[config.mk]
export PLATFORM = sky130hd
export DESIGN_NAME = marc_cell
export DESIGN_NICKNAME = d
export VERILOG_FILES = /design/src/hdl/marc_pkg.sv /design/src/hdl/marc_cell.sv
export SDC_FILE = /design/constraint.sdc
export NUM_CORES = 1
export LEC_CHECK = 0
export BUFFER_PORTS_ARGS = -buffer_cell sky130_fd_sc_hd__buf_2
export CORE_AREA = 3 3 187 189
export DETAILED_ROUTE_END_ITERATION = 16
export DIE_AREA = 0 0 190 192
export GPL_TIMING_DRIVEN = 0
export PLACE_DENSITY = 0.75
export SETUP_SLACK_MARGIN = 0.05
export SLEW_MARGIN = 20
export SYNTH_ARGS = -nofsm -noshare
export SYNTH_HDL_FRONTEND = slang
export SYNTH_SLANG_ARGS = --single-unit
[constraint.sdc]
create_clock -name i_clk -period 4.2 [get_ports i_clk]
set_input_delay 0.42 -clock i_clk [delete_from_list [all_inputs] [get_ports i_clk]]
set_output_delay 0.42 -clock i_clk [all_outputs]
set_load 0.05 [all_outputs]
[src/hdl/marc_pkg.sv]
// marc_pkg: shared types and codes of the mesh address resolution cache
// holds request, token, result and configuration structs; no dependencies
package marc_pkg;

    // widest index a token can carry (table holds at most 64 entries)
    localparam int SEL_W       = 6;
    localparam int MAX_RESULTS = 8;
    localparam int NRES_W      = 4;

    // opcodes
    localparam logic [1:0] OP_RESOLVE  = 2'd0;
    localparam logic [1:0] OP_RESPONSE = 2'd1;
    localparam logic [1:0] OP_UNREACH  = 2'd2;
    localparam logic [1:0] OP_TICK     = 2'd3;

    // entry states
    localparam logic [1:0] ST_INVALID = 2'd0;
    localparam logic [1:0] ST_QUERY   = 2'd1;
    localparam logic [1:0] ST_CACHED  = 2'd2;

    // result status codes
    localparam logic [1:0] STS_RESOLVED = 2'd0;
    localparam logic [1:0] STS_PENDING  = 2'd1;
    localparam logic [1:0] STS_DROPPED  = 2'd2;
    localparam logic [1:0] STS_NO_ROOM  = 2'd3;

    // result kinds
    localparam logic KIND_ANSWER = 1'b0;
    localparam logic KIND_NOTIFY = 1'b1;

    // register indexes
    localparam logic [1:0] REG_QTO     = 2'd0;
    localparam logic [1:0] REG_HOLD    = 2'd1;
    localparam logic [1:0] REG_INV_SID = 2'd2;
    localparam logic [1:0] REG_INV_NET = 2'd3;

    typedef struct packed {
        logic [1:0]  opcode;
        logic        kind;
        logic [15:0] tsid;
        logic [15:0] tnet;
        logic [63:0] tuid;
        logic        apres;
        logic [15:0] asid;
        logic [15:0] anet;
    } t_item;

    typedef struct packed {
        logic              valid;
        logic              pass2;
        logic              done;
        logic              sel_set;
        logic [SEL_W-1:0]  sel;
        logic [NRES_W-1:0] nres;
        t_item             item;
    } t_token;

    typedef struct packed {
        logic        kind;
        logic [1:0]  status;
        logic        send;
        logic [2:0]  idx;
        logic [15:0] sid;
        logic [15:0] net;
        logic [63:0] uid;
        logic [15:0] asid;
        logic [15:0] anet;
    } t_result;

    typedef struct packed {
        logic [7:0]  qto;
        logic [7:0]  hold;
        logic [15:0] inv_sid;
        logic [15:0] inv_net;
    } t_cfg;

endpackage

[src/hdl/marc_cell.sv]
// marc_cell: one table entry of the resolution cache and one token stage
// depends on marc_pkg; the token moves to the next cell every unstalled cycle
module marc_cell
    import marc_pkg::*;
#(
    parameter int IDX = 0
) (
    input  logic    i_clk,
    input  logic    i_rst_n,
    input  logic    i_stall,
    input  t_cfg    i_cfg,
    input  t_token  i_tok,
    output t_token  o_tok,
    output logic    o_res_valid,
    output t_result o_res
);

    logic [1:0]  r_state, n_state;
    logic [63:0] r_uid, n_uid;
    logic [15:0] r_sid, n_sid;
    logic [15:0] r_net, n_net;
    logic [15:0] r_asid, n_asid;
    logic [15:0] r_anet, n_anet;
    logic [7:0]  r_tmo, n_tmo;
    logic [7:0]  r_hold, n_hold;
    t_token      r_tok, n_tok;

    logic id_hit;
    logic uid_hit;
    logic is_me;

    assign id_hit  = (r_sid == i_tok.item.tsid) && (r_net == i_tok.item.tnet);
    assign uid_hit = (r_uid == i_tok.item.tuid);
    assign is_me   = (i_tok.sel == SEL_W'(IDX));

    // evaluate the token against this entry
    always_comb begin
        n_state     = r_state;
        n_uid       = r_uid;
        n_sid       = r_sid;
        n_net       = r_net;
        n_asid      = r_asid;
        n_anet      = r_anet;
        n_tmo       = r_tmo;
        n_hold      = r_hold;
        n_tok       = i_tok;
        o_res_valid = 1'b0;
        o_res.kind   = KIND_ANSWER;
        o_res.status = STS_RESOLVED;
        o_res.send   = 1'b0;
        if (i_tok.valid) begin
            unique case (i_tok.item.opcode)
                OP_RESOLVE: begin
                    if (!i_tok.pass2) begin
                        // first pass: find first hit, else first free entry
                        if (!i_tok.done) begin
                            if (r_state != ST_INVALID) begin
                                if (i_tok.item.kind ? uid_hit : id_hit) begin
                                    n_tok.done    = 1'b1;
                                    n_tok.sel     = SEL_W'(IDX);
                                    n_tok.sel_set = 1'b1;
                                end
                            end else if (!i_tok.sel_set) begin
                                n_tok.sel     = SEL_W'(IDX);
                                n_tok.sel_set = 1'b1;
                            end
                        end
                    end else if (is_me) begin
                        // second pass: act on the selected entry
                        o_res_valid = 1'b1;
                        if (r_state == ST_INVALID) begin
                            n_uid   = i_tok.item.tuid;
                            n_sid   = i_tok.item.tsid;
                            n_net   = i_tok.item.tnet;
                            n_asid  = i_tok.item.asid;
                            n_anet  = i_tok.item.anet;
                            n_tmo   = i_cfg.qto;
                            n_hold  = i_cfg.hold;
                            n_state = ST_QUERY;
                            o_res.status = STS_PENDING;
                            o_res.send   = 1'b1;
                        end else if (r_state == ST_QUERY) begin
                            if (r_tmo != 8'd0) begin
                                o_res.status = STS_PENDING;
                            end else if (r_hold == 8'd0) begin
                                n_tmo        = i_cfg.qto;
                                o_res.status = STS_PENDING;
                                o_res.send   = 1'b1;
                            end else begin
                                o_res.status = STS_DROPPED;
                            end
                        end else begin
                            o_res.status = STS_RESOLVED;
                        end
                    end
                end
                OP_RESPONSE: begin
                    // first matching valid entry takes the response
                    if (!i_tok.done && r_state != ST_INVALID) begin
                        if (i_tok.item.apres && id_hit) begin
                            n_tok.done = 1'b1;
                            if (r_state != ST_CACHED) begin
                                n_state     = ST_CACHED;
                                n_asid      = i_tok.item.asid;
                                n_anet      = i_tok.item.anet;
                                n_tmo       = 8'd0;
                                n_uid       = i_tok.item.tuid;
                                o_res_valid = 1'b1;
                                o_res.kind  = KIND_NOTIFY;
                            end
                        end else if (uid_hit) begin
                            n_tok.done = 1'b1;
                            if (r_state != ST_CACHED) begin
                                n_state     = ST_CACHED;
                                n_sid       = i_tok.item.tsid;
                                n_net       = i_tok.item.tnet;
                                n_asid      = i_tok.item.apres ? i_tok.item.asid
                                                               : i_cfg.inv_sid;
                                n_anet      = i_tok.item.apres ? i_tok.item.anet
                                                               : i_cfg.inv_net;
                                n_tmo       = 8'd0;
                                o_res_valid = 1'b1;
                                o_res.kind  = KIND_NOTIFY;
                            end
                        end
                    end
                end
                OP_UNREACH: begin
                    if (id_hit) begin
                        n_state = ST_INVALID;
                    end
                end
                OP_TICK: begin
                    // count down timeout, then retry hold
                    if (r_state == ST_QUERY) begin
                        if (r_tmo != 8'd0) begin
                            n_tmo = r_tmo - 8'd1;
                            if (r_tmo == 8'd1) begin
                                n_hold = i_cfg.hold;
                                if (i_tok.nres < NRES_W'(MAX_RESULTS)) begin
                                    n_tok.nres   = i_tok.nres + NRES_W'(1);
                                    o_res_valid  = 1'b1;
                                    o_res.kind   = KIND_NOTIFY;
                                    o_res.status = STS_DROPPED;
                                end
                            end
                        end else if (r_hold != 8'd0) begin
                            n_hold = r_hold - 8'd1;
                        end
                    end
                end
                default: begin
                end
            endcase
        end
        // result shows the entry after the update
        o_res.idx  = 3'(IDX);
        o_res.sid  = n_sid;
        o_res.net  = n_net;
        o_res.uid  = n_uid;
        o_res.asid = n_asid;
        o_res.anet = n_anet;
    end

    // entry and token registers
    always_ff @(posedge i_clk) begin
        if (!i_rst_n) begin
            r_state     <= ST_INVALID;
            r_uid       <= '0;
            r_sid       <= '0;
            r_net       <= '0;
            r_asid      <= '0;
            r_anet      <= '0;
            r_tmo       <= '0;
            r_hold      <= '0;
            r_tok.valid <= 1'b0;
        end else if (!i_stall) begin
            r_state <= n_state;
            r_uid   <= n_uid;
            r_sid   <= n_sid;
            r_net   <= n_net;
            r_asid  <= n_asid;
            r_anet  <= n_anet;
            r_tmo   <= n_tmo;
            r_hold  <= n_hold;
            r_tok   <= n_tok;
        end
    end

    assign o_tok = r_tok;

endmodule

Word level (Yosys, flattened, before mapping)
Cells that the tools add are included. Widths: inputs -> output; s select.

Output and inout port bits: 282. Memory bits (read-only): 0. Memories: 0. Logic and storage cells: 192. Flip-flop bits (word level): 292. Bits in latches: 0. RAM bits: 0.

Multiply operators: 0. Divide/modulo/power cells: 0. Magnitude comparators: 1. Shifts and indexed selects: 0. Bitwise gates (word level): 1. Multiplexer cells: 125. Add/subtract/negate cells: 3. Equality and inequality tests: 22. Reductions and logical operators: 18.

Operator list (number): $mux 16 (36); $mux 64 (7); $mux 8 (22); $pmux 16 s2 (4); $pmux 64 s2 (1); $eq 64x64->1 (1); $eq 16x16->1 (2); $mux 4 (6); $pmux 8 s3 (1); $mux 2 (11); $mux 3 (7); $mux 1 (20); $ne 3x3->1 const B (6); $reduce_and 9->1 (2); $ne 2x2->1 const B (8); $pmux 8 s2 (1); $reduce_bool 8->1 (2); $sub 8x1->8 const B (2); $mux 7 (2); $mux 12 (1); $reduce_and 12->1 (1); $eq 8x1->1 const B (1); $logic_not 8->1 (1); $logic_not 6->1 (1); 16 further kinds (24).

Logic depth before layout (Yosys ltp)
Gate-level depths: netlist of run 1.

Depth after elaboration: 9. Mapped depth: 10.

Worst setup path after synthesis of run 1
No wires, ideal clock.

Kind: in2out. Start: input i_tok[138] in the netlist's numbering. End: output o_res[131] in the netlist's numbering. Stages: 3. Data arrival time: 3.862 ns. Slack: -0.082 ns. Buffers on the path: 0. Data required time: 3.780 ns. Cell sequence: or4_1 > or3_1 > a2111oi_0.

RTL lines: start: declaration (line marc_cell.sv:12) `input t_token i_tok,`; end: declaration (line marc_cell.sv:15) `output t_result o_res`.

==> reports/qor.txt, run 1 <==
Clock tree skew after final layout - 0.01631 ns
Number of synthesized flops with an enable pin - 145
Count of final hold-check violations - 0
Via-to-Cell Ratio - 5.849
Maximum vdd drop - 0.0003947 V
Chip Width - 190 um
Worst Hold Class - in2reg
Total via count in the routed design - 12,850
Die Outline Area - 36,480 um2
Starting density of the core - 0.4092
Total congestion overflow after global routing - 0
Maximum buffer depth of the clock tree - 3
Number of antenna violations at the first check in global routing - 4
Setup Total Neg Slack - 0 ns
CTS H-Tree Depth - 2
Required time at the endpoint of the critical path - 3.78 ns
Post-synthesis register bit count - 292
RSZ-0062 raised after global routing - no
Lkg Pwr - 7.486 nW
Data arrival, critical path - 3.68 ns
Die H - 192 um
Area contributors post-synth - sky130_fd_sc_hd__edfxtp_1 (32%), sky130_fd_sc_hd__dfxtp_1 (22%), sky130_fd_sc_hd__a22o_1 (13%)
Post-placement setup slack - -0.3128 ns
Normalized max-slew margin - 0.2719
Highest metal used - met5
Synth Area per Inst - 11.39 um2
Type of the worst setup path - reg2out
Number of top-level design ports - 479
Routed wire per std cell - 23.19 um
Core Footprint - 33,450 um2
Number of hold-repair buffers added at the cts stage - 0
Yosys cell types - 72
Status - finished, final reports clean
Sequential cell area fraction in the yosys report - 0.5331
Wire length of the first global-routing pass - 75,090 um
Detailed route wirelength on metal3 - 4653 um
DRC violation count after routing - 0
Detail Route met2 WL - 25,450 um
Number of instances in the synthesized netlist - 1,202
Worst-case hold slack - 0.1111 ns
Post-route met1 wirelength - 19,080 um
Number of nets in the layout - 1,929
Relative area change from synthesis to final layout - 31.45%
FMAX - 244.1 MHz
Violation count after the first detailed-route iteration - 1,084
Number of pins with negative max-slew slack in the final report - 0
Main flop type after synthesis - sky130_fd_sc_hd__dfxtp_1
Kind of start point of the critical path - register
Number of buffers added on ports - 474
Number of optimization iterations in the first detailed-route pass - 5
Buffer type at the clock tree root - sky130_fd_sc_hd__clkbuf_16
Actual transition at the worst max-transition pin - 1.084 ns
Post-route setup slack - 0.1034 ns
Pwr dens - 389.3 nW/um2
GRT Util Overall - 0.2647
Proportion of synthesized flip-flops having asynchronous set or reset - 0
Clock slew at reported path FFs - 0.06 ns
Synthesis Warnings - 0
Post-detailed-route count of antenna-violating nets - 0
Via count of the first global-routing pass - 12,660
Routability-driven placement congestion ratio - 0.9260
Share of post-route cells with drive strength above 1 - 0.3509
Post-synthesis instance area - 13,690 um2
Clock tree from TritonCTS - done
Cts bufs inserted - 34
Post-detailed-placement half-perimeter wirelength - 39,020 um
Part of the cycle the worst path needs - 0.9754
Latest clock arrival within the worst-skew pair - 0.52 ns
Fraction of post-synthesis cell area in the top cell type by area - 0.3181
Clock Sink Count - 292
Final setup fails - 0
Post-Route WL - 50,950 um
Max capacitance violation total - 0
Pin count of the biggest net entering global routing - 39
CP max FO - 10
Final period demand of the worst path - 4.097 ns
Cell type contributing the most total cell area after synthesis - sky130_fd_sc_hd__edfxtp_1
Number of cell rows - 67
Endpoint type of the worst setup path - output pin
==> placed cells by master (no fill, tap or decap), types with 7 or more instances in the layout <==
cell type                   instances
sky130_fd_sc_hd__a211o_1           17
sky130_fd_sc_hd__a21o_1             7
sky130_fd_sc_hd__a21oi_1           48
sky130_fd_sc_hd__a221o_1           21
sky130_fd_sc_hd__a22o_1           207
sky130_fd_sc_hd__a22oi_1           15
sky130_fd_sc_hd__and2_1            16
sky130_fd_sc_hd__and3_1            17
sky130_fd_sc_hd__buf_2            488
sky130_fd_sc_hd__clkbuf_1          60
sky130_fd_sc_hd__clkbuf_16         37
sky130_fd_sc_hd__clkbuf_2           9
sky130_fd_sc_hd__clkinv_2           8
sky130_fd_sc_hd__dfxtp_1          147
sky130_fd_sc_hd__edfxtp_1         145
sky130_fd_sc_hd__ha_1              11
sky130_fd_sc_hd__inv_1             11
sky130_fd_sc_hd__nand2_1           49
sky130_fd_sc_hd__nand3_1           22
sky130_fd_sc_hd__nand4_1           26
sky130_fd_sc_hd__nor2_1            42
sky130_fd_sc_hd__nor2b_1           10
sky130_fd_sc_hd__o211ai_1          16
sky130_fd_sc_hd__o21a_1            14
sky130_fd_sc_hd__o21ai_0           24
sky130_fd_sc_hd__o22ai_1           15
sky130_fd_sc_hd__o311ai_1          14
sky130_fd_sc_hd__or2_2             16
sky130_fd_sc_hd__xnor2_1           95
==> critical path, cell delays in order, from the launching register on <==
cell and delay (ns):
sky130_fd_sc_hd__dfxtp_1 0.35, sky130_fd_sc_hd__xnor2_2 0.35, sky130_fd_sc_hd__nand4_1 0.22, sky130_fd_sc_hd__nor4_1 0.37, sky130_fd_sc_hd__nand4_1 0.13, sky130_fd_sc_hd__buf_4 0.17
sky130_fd_sc_hd__buf_2 0.20, sky130_fd_sc_hd__a21oi_1 0.28, sky130_fd_sc_hd__o21ai_2 0.19, sky130_fd_sc_hd__buf_2 0.26, sky130_fd_sc_hd__a221o_1 0.40, sky130_fd_sc_hd__buf_2 0.22
==> registers in the layout (all words and copies together), names as in the netlist <==
register,cells
o_tok,146
r_uid,64
r_anet,16
r_asid,16
r_net,16
r_sid,16
r_hold,8
r_tmo,8
r_state,2
==> logic make-up (layout without fill, tap and decap cells) <==
| kind of cell | count (synthesis) | after routing | synth area share |
|---|---|---|---|
| AOI/OAI and AO/OA | 455 | 455 | 0.2658 |
| DFF | 292 | 292 | 0.5331 |
| and+or+nand+nor | 241 | 241 | 0.09407 |
| xor gates and xnor gates | 99 | 99 | 0.06335 |
| buffers and inverters | 98 | 641 | 0.02944 |
| adders and majority gates | 11 | 11 | 0.01006 |
| muxes | 5 | 5 | 0.003839 |
| other | 1 | 5 | 0.0002740 |
==> synth_stat cells, drive strengths merged (5+ instances only) <==
library cell / instances
dfxtp: 147
a21o: 7
nor2b: 10
o21a: 15
nand2: 50
o311ai: 15
a22oi: 15
o31ai: 5
nor4: 11
nand2b: 6
buf: 20
inv: 12
ha: 11
clkbuf: 63
a22o: 207
o21bai: 5
and2: 16
o22ai: 15
edfxtp: 145
xnor2: 98
and3: 17
o21ai: 29
or2: 19
a221o: 21
nand3: 23
a211o: 17
nand4: 26
o211ai: 16
a211oi: 8
a21oi: 49
nor2: 42
a31oi: 5
nor3: 8
==> layout make-up <==
type / instances / area, um2
Antenna cell: 2 / 5.005
Buffer: 82 / 355.3
Clock buffer: 48 / 997.2
Clock inverter: 14 / 105.1
Fill cell: 2998 / 15460
Inverter: 15 / 60.06
Multi-Input combinational cell: 814 / 6101
Sequential cell: 292 / 7297
Tap cell: 448 / 560.5
Timing Repair Buffer: 482 / 2510
==> report_power, final <==
part | switching (W) | leakage [nW] | internal [W]
logic | 0.000711 | 4.40 | 0.000232
clock network | 0.00120 | 0.539 | 0.00173
registers | 0.0000311 | 2.55 | 0.00310
==> layer usage <==
layer  up-vias  global-route usage
met1      6195              0.3057
met3       118             0.06443
met2       752              0.4788
met5         -                   0
met4         4             0.09042
li1       5782                   -
==> metrics by stage <==
stage,power (W),cell area [um2],instances,util
after floorplan,0.003756,13700,1204,-
after global placement,0.004112,16630,2126,0.4972
final,0.007004,17990,2197,0.5379
after detailed placement,0.004127,16750,2131,0.5008
after CTS,0.007040,17950,2195,0.5366
after global routing,0.007202,17990,2195,0.5377
==> worst paths after layout <==
kind | slack (ns) | from | cells after the start | end
hold reg to reg | 0.47 | o_tok[145]$_SDFFE_PN0N_ | 2 | o_tok[145]$_SDFFE_PN0N_
setup / recovery | 0.10 | r_uid[0]$_SDFFE_PN0N_ | 11 | o_res[21]
setup reg to reg | 0.75 | r_uid[0]$_SDFFE_PN0N_ | 11 | r_asid[9]$_SDFFE_PN0N_
hold / removal | 0.11 | i_tok[18] | 1 | o_tok[18]$_DFFE_PP_
==> repair_timing <==
item                       in CTS  in global routing
pin swaps                       1                  0
resized for setup              15                 21
setup endpoints to repair     127                112
buffers inserted                3                  0
Note: power is estimated with default switching activity, not from simulation.
==> run 2, diff against run 1 <==
--- a/config.mk
+++ b/config.mk
@@ -11,6 +11,7 @@
 export DIE_AREA = 0 0 190 192
 export GPL_TIMING_DRIVEN = 0
 export PLACE_DENSITY = 0.75
+export RECOVER_POWER = 50
 export SETUP_SLACK_MARGIN = 0.05
 export SLEW_MARGIN = 20
 export SYNTH_ARGS = -nofsm -noshare
==> reports/qor.txt, run 2 (synthesis gave the netlist of run 1 again) <==
Total via count in the routed design - 12,800 (-0.38%)
Final instance area - 17,570 um2 (-2.4%)
RSZ-0062 raised after global routing - no
Setup Total Neg Slack - 0 ns (unchanged)
Hold endpoint - o_tok[18]$_DFFE_PP_
Leading cell type in the layout, fill and taps excluded - sky130_fd_sc_hd__clkbuf_1
Latest clock arrival within the worst-skew pair - 0.52 ns (about the same)
Clock slew at reported path FFs - 0.06 ns (about the same)
Core Footprint - 33,450 um2 (unchanged)
Power, Total - 0.006945 W (-0.84%)
Max FFs per register - 146 (unchanged)
Commonest cells after routing, fill and taps aside - sky130_fd_sc_hd__clkbuf_1 (343), sky130_fd_sc_hd__buf_2 (208), sky130_fd_sc_hd__a22o_1 (207)
Post-route setup slack - 0.1117 ns (+0.008228 ns)
Number of top-level design ports - 479 (unchanged)
Final period demand of the worst path - 4.088 ns (-0.008228 ns)
CTS H-Tree Depth - 2 (unchanged)
Wire length of the first global-routing pass - 75,090 um (unchanged)
Worst reg2reg path startpoint - r_uid[0]$_SDFFE_PN0N_
Fill cell instance count of the final layout - 3,133 (+4.5%)
Number of buffers added on ports - 474 (unchanged)
Clock Sink Count - 292 (unchanged)
Clock tree skew after final layout - 0.01550 ns (-0.0008067 ns)
Number of antenna violations at the first check in global routing - 4 (unchanged)
Count of final hold-check violations - 0 (unchanged)
Type of the worst setup path - reg2out
Kind of start point of the critical path - register
Post-detailed-placement half-perimeter wirelength - 39,020 um (unchanged)
Chip Width - 190 um (unchanged)
FMAX - 244.6 MHz (+0.20%)
Number of cell rows - 67 (unchanged)
Met1 Usage GRT - 0.3057 (unchanged)
Maximum vdd drop - 0.0003960 V (+0.35%)
Origin of the worst min-delay path - i_tok[18]
Lkg Pwr - 6.682 nW (-11%)
CP max FO - 10 (unchanged)
GRT Util Overall - 0.2647 (unchanged)
Starting density of the core - 0.4092 (unchanged)
Worst Hold Class - in2reg
Cts bufs inserted - 34 (unchanged)
Number of hold-repair buffers added at the cts stage - 0 (unchanged)
Post-placement setup slack - -0.3128 ns (unchanged)
Final setup fails - 0 (unchanged)
Die Outline Area - 36,480 um2 (unchanged)
Die H - 192 um (unchanged)
Maximum buffer depth of the clock tree - 3 (unchanged)
Post-detailed-route count of antenna-violating nets - 0 (unchanged)
Number of optimization iterations in the first detailed-route pass - 7 (+2)
Required time at the endpoint of the critical path - 3.78 ns (about the same)
Total congestion overflow after global routing - 0 (unchanged)
Data arrival, critical path - 3.67 ns (about the same)
Share of post-route cells with drive strength above 1 - 0.1883 (-0.1626)
Violated checks - max-capacitance violations, max-slew violations
Worst-case hold slack - 0.1524 ns (+0.04123 ns)
Endpoint type of the worst setup path - output pin
R2R setup slack - 0.75 ns (about the same)
R2r worst-path depth - 11 (unchanged)
Actual transition at the worst max-transition pin - 2.050 ns (+0.9660 ns)
Pin count of the biggest net entering global routing - 39 (unchanged)
Clock tree from TritonCTS - done
Number of nets in the layout - 1,929 (unchanged)
GR peak layer - met2
Via-to-Cell Ratio - 5.830 (-0.34%)
DRC violation count after routing - 0 (unchanged)
Worst reg2reg path endpoint - r_asid[12]$_SDFFE_PN0N_
Pwr dens - 395.3 nW/um2 (+1.6%)
Via count of the first global-routing pass - 12,660 (unchanged)
Part of the cycle the worst path needs - 0.9734 (-0.001959)
Relative area change from synthesis to final layout - 28.35%
Met2 layer usage reported by global route - 0.4788 (unchanged)
Buffer type at the clock tree root - sky130_fd_sc_hd__clkbuf_16
Max capacitance violation total - 1 (+1)
Status - finished with violations
Post-Place Cell Area - 16,750 um2 (unchanged)
Met3 Usage GRT - 0.06443 (unchanged)
Routed wire per std cell - 23.19 um (about the same)
Normalized max-slew margin - -0.3666 (-0.6385)
Violation count after the first detailed-route iteration - 1,116 (+3.0%)
Number of pins with negative max-slew slack in the final report - 36 (+36)
Worst hold path stage count - 1 (unchanged)
Post-Route WL - 50,930 um (about the same)
Routability-driven placement congestion ratio - 0.9260 (unchanged)
-- run 2: final cells by class --
class,instances,area (um2),area share
sequential,292,7297,0.4154
inverter,15,57.56,0.003276
buffer,82,355.3,0.02023
antenna,1,2.502,0.0001425
multi-input combinational,814,6096,0.3470
timing repair buffer,482,2096,0.1193
clock inverter,14,105.1,0.005983
clock buffer,48,997.2,0.05677
tap,448,560.5,0.03191
-- run 2: worst max-delay path by stage --
stage / startpoint / to / slack, ns / depth (start not counted)
3_3_place_gp: i_stall / o_tok[72]$_DFFE_PP_ / -0.97 / 4
6_report: r_uid[0]$_SDFFE_PN0N_ / o_res[15] / 0.11 / 11
5_1_grt: r_uid[0]$_SDFFE_PN0N_ / o_res[15] / 0.05 / 11
2_1_floorplan: i_tok[138] / o_res[131] / -0.08 / 3
4_1_cts: r_uid[0]$_SDFFE_PN0N_ / o_res[17] / 0.05 / 11
3_5_place_dp: i_tok[90] / o_res[15] / -0.31 / 11
-- run 2: critical path, stage by stage, from the launching register on --
cell and delay [ns]:
sky130_fd_sc_hd__dfxtp_1 0.35, sky130_fd_sc_hd__xnor2_2 0.35, sky130_fd_sc_hd__nand4_1 0.22, sky130_fd_sc_hd__nor4_1 0.37
sky130_fd_sc_hd__nand4_1 0.14, sky130_fd_sc_hd__buf_4 0.17, sky130_fd_sc_hd__buf_4 0.15, sky130_fd_sc_hd__o311ai_2 0.34
sky130_fd_sc_hd__buf_2 0.31, sky130_fd_sc_hd__a22oi_1 0.14, sky130_fd_sc_hd__a21oi_1 0.29, sky130_fd_sc_hd__buf_2 0.33
-- run 2: routing by layer --
| layer | wire length, um | share of wire | vias up |
|---|---|---|---|
| met3 | 4731 | 0.093 | 123 |
| met4 | 1823 | 0.036 | 4 |
| met5 | 33 | 0.00065 | - |
| li1 | - | - | 5774 |
| met2 | 25280 | 0.50 | 751 |
| met1 | 19060 | 0.37 | 6150 |
-- run 2: repair_timing --
action                                  CTS  global route
gates resized for setup                  15            21
pin swaps                                 1             0
endpoints found under the setup margin  127           112
setup buffers                             3             0
-- run 2: per-stage QoR --
stage / utilization / cells
after global routing: 0.5251 / 2195
after floorplan: - / 1204
final: 0.5252 / 2196
after CTS: 0.5366 / 2195
after global placement: 0.4972 / 2126
after detailed placement: 0.5008 / 2131
-- run 2: power breakdown --
group | internal (W) | switching (W)
clock network | 0.00172 | 0.00120
logic | 0.000180 | 0.000708
registers | 0.00310 | 0.0000339
==> run 3, diff against run 2 <==
==> constraint.sdc (replaced) <==
create_clock -name i_clk -period 4.2 [get_ports i_clk]
set_input_delay 0.63 -clock i_clk [delete_from_list [all_inputs] [get_ports i_clk]]
set_output_delay 0.63 -clock i_clk [all_outputs]
set_load 0.05 [all_outputs]
==> reports/qor.txt, run 3 (synthesis gave the netlist of run 1 again) <==
Status - finished, final reports clean
Post-Route WL - 51,180 um (+0.49%)
Number of cell rows - 67 (unchanged)
Clock slew at reported path FFs - 0.06 ns (about the same)
Worst Hold Class - in2reg
Number of pins with negative max-slew slack in the final report - 0 (-100%)
Violation count after the first detailed-route iteration - 1,136 (+1.8%)
Die H - 192 um (unchanged)
R2R setup slack - 0.87 ns (+0.12 ns)
Worst path top cell family by delay - simple AND/OR/NAND/NOR gates
Via count of the first global-routing pass - 12,660 (-0.039%)
Clock Sink Count - 292 (unchanged)
Post-detailed-placement half-perimeter wirelength - 39,020 um (unchanged)
CP max FO - 10 (unchanged)
GRT Util Overall - 0.2651 (+0.0004610)
Max capacitance violation total - 0 (-1)
Final period demand of the worst path - 4.082 ns (-0.006148 ns)
Part of the cycle the worst path needs - 0.9720 (-0.001464)
Final setup fails - 0 (unchanged)
Data arrival, critical path - 3.45 ns (-0.22 ns)
DRC violation count after routing - 0 (unchanged)
Share of post-route cells with drive strength above 1 - 0.2003 (+0.01202)
Pin count of the biggest net entering global routing - 39 (unchanged)
CTS H-Tree Depth - 2 (unchanged)
Latest clock arrival within the worst-skew pair - 0.52 ns (about the same)
Worst path cell trace - buf_2 -> or4_1 -> nor3_2 -> clkbuf_1 -> and3_1 -> o22ai_1 -> a21oi_1 -> buf_2
Routability-driven placement congestion ratio - 0.9260 (unchanged)
Number of optimization iterations in the first detailed-route pass - 5 (-2)
Leading cell type in the layout, fill and taps excluded - sky130_fd_sc_hd__clkbuf_1
Actual transition at the worst max-transition pin - 1.151 ns (-0.8992 ns)
Cts bufs inserted - 34 (unchanged)
RSZ-0062 raised after global routing - yes
Required time at the endpoint of the critical path - 3.57 ns (-0.21 ns)
FMAX - 245.0 MHz (+0.15%)
Via-to-Cell Ratio - 5.851 (+0.37%)
Chip Width - 190 um (unchanged)
Endpoint type of the worst setup path - output pin
Number of nets in the layout - 1,929 (unchanged)
Kind of start point of the critical path - input port
Number of top-level design ports - 479 (unchanged)
Clock tree skew after final layout - 0.01521 ns (-0.0002894 ns)
Total via count in the routed design - 12,860 (+0.46%)
Number of antenna violations at the first check in global routing - 4 (unchanged)
Worst path max stage delay - 0.68 ns (+0.31 ns)
Max FFs per register - 146 (unchanged)
Buf+Inv Stages, Crit Path - 3 (-1)
Post-detailed-route count of antenna-violating nets - 0 (unchanged)
Number of buffers added on ports - 474 (unchanged)
Slowest cell on the critical path - sky130_fd_sc_hd__or4_1
Pwr dens - 392.8 nW/um2 (-0.64%)
Starting density of the core - 0.4092 (unchanged)
Count of final hold-check violations - 0 (unchanged)
Post-route setup slack - 0.1178 ns (+0.006148 ns)
Count of placed standard cells in the final layout, fillers left out - 2,198 (+0.091%)
Relative area change from synthesis to final layout - 29.31%
Number of hold-repair buffers added at the cts stage - 0 (unchanged)
Commonest cells after routing, fill and taps aside - sky130_fd_sc_hd__clkbuf_1 (333), sky130_fd_sc_hd__buf_2 (207), sky130_fd_sc_hd__a22o_1 (207)
Lkg Pwr - 6.754 nW (+1.1%)
Routed wire per std cell - 23.29 um (+0.40%)
Placed cell count - 2,131 (unchanged)
Maximum vdd drop - 0.0003918 V (-1.1%)
Clock tree from TritonCTS - done
Most prevalent standard cell on the critical path - sky130_fd_sc_hd__buf_2
Normalized max-slew margin - 0.2329 (+0.5994)
Buffer type at the clock tree root - sky130_fd_sc_hd__clkbuf_16
Total congestion overflow after global routing - 0 (unchanged)
Core Footprint - 33,450 um2 (unchanged)
Maximum buffer depth of the clock tree - 3 (unchanged)
Type of the worst setup path - in2out
Die Outline Area - 36,480 um2 (unchanged)
Wire length of the first global-routing pass - 75,140 um (about the same)
Post-placement setup slack - -0.7328 ns (-0.4200 ns)
run 3: worst register-to-register path, cell delays in order (launching register included):
cell                       delay, ns
sky130_fd_sc_hd__dfxtp_1        0.46
sky130_fd_sc_hd__xnor2_4        0.19
sky130_fd_sc_hd__nand4_1        0.20
sky130_fd_sc_hd__nor4_2         0.32
sky130_fd_sc_hd__nand4_1        0.14
sky130_fd_sc_hd__buf_4          0.17
sky130_fd_sc_hd__buf_4          0.15
sky130_fd_sc_hd__buf_4          0.14
sky130_fd_sc_hd__nor4_2         0.70
sky130_fd_sc_hd__clkbuf_1       0.48
sky130_fd_sc_hd__a22o_1         0.22
sky130_fd_sc_hd__a211o_1        0.09
run 3: timing repair:
action,in CTS,in global routing
gates cloned,0,0
buffers inserted,3,1
pin swaps,2,6
gates resized for setup,36,24
endpoints found under the setup margin,129,114
run 3: final timing paths:
check / from / endpoint / cells after the start
hold reg to reg: o_tok[145]$_SDFFE_PN0N_ / o_tok[145]$_SDFFE_PN0N_ / 2
setup reg to reg: r_uid[0]$_SDFFE_PN0N_ / r_asid[9]$_SDFFE_PN0N_ / 11
hold / removal: i_tok[18] / o_tok[18]$_DFFE_PP_ / 1
setup / recovery: i_tok[138] / o_res[10] / 8
run 3: layout make-up:
| type | count | area, um2 |
|---|---|---|
| clock buffers | 48 | 997.2 |
| fillers | 3113 | 15750 |
| plain buffers | 81 | 369.1 |
| flip-flops and latches | 292 | 7298 |
| multi-input cells | 814 | 6166 |
| clock inverters | 14 | 105.1 |
| inverters | 15 | 57.56 |
| repair buffers | 483 | 2137 |
| diodes | 3 | 7.507 |
| well taps | 448 | 560.5 |
run 3: through the flow:
| stage | cell area [um2] | util | total power, W | hold WS, ns | setup TNS (ns) |
|---|---|---|---|---|---|
| floorplan | 13700 | - | 0.003756 | 0.4527 | -1.004 |
| global placement | 16630 | 0.4972 | 0.004112 | 0.4572 | -226.88 |
| detailed placement | 16750 | 0.5008 | 0.004127 | 0.4624 | -56.52 |
| CTS | 18020 | 0.5386 | 0.007043 | 0.2965 | 0 |
| global route | 17690 | 0.5289 | 0.007160 | 0.3401 | -0.09646 |
| finish | 17700 | 0.5291 | 0.006951 | 0.3619 | 0 |
run 3: metal layers:
layer  up-vias  share of wire  global-route usage
li1       5771              -                   -
met1      6245           0.38              0.3085
met2       712           0.50              0.4790
met3       129          0.086             0.06059
met4         4          0.037             0.09269
met5         -        0.00061                   0
run 3: power breakdown:
| part | leakage (nW) | internal (W) | switching (W) |
|---|---|---|---|
| Combinational | 3.67 | 0.000185 | 0.000712 |
| Sequential | 2.55 | 0.00310 | 0.0000341 |
| Clock | 0.539 | 0.00172 | 0.00119 |
| Total | 6.75 | 0.00501 | 0.00194 |
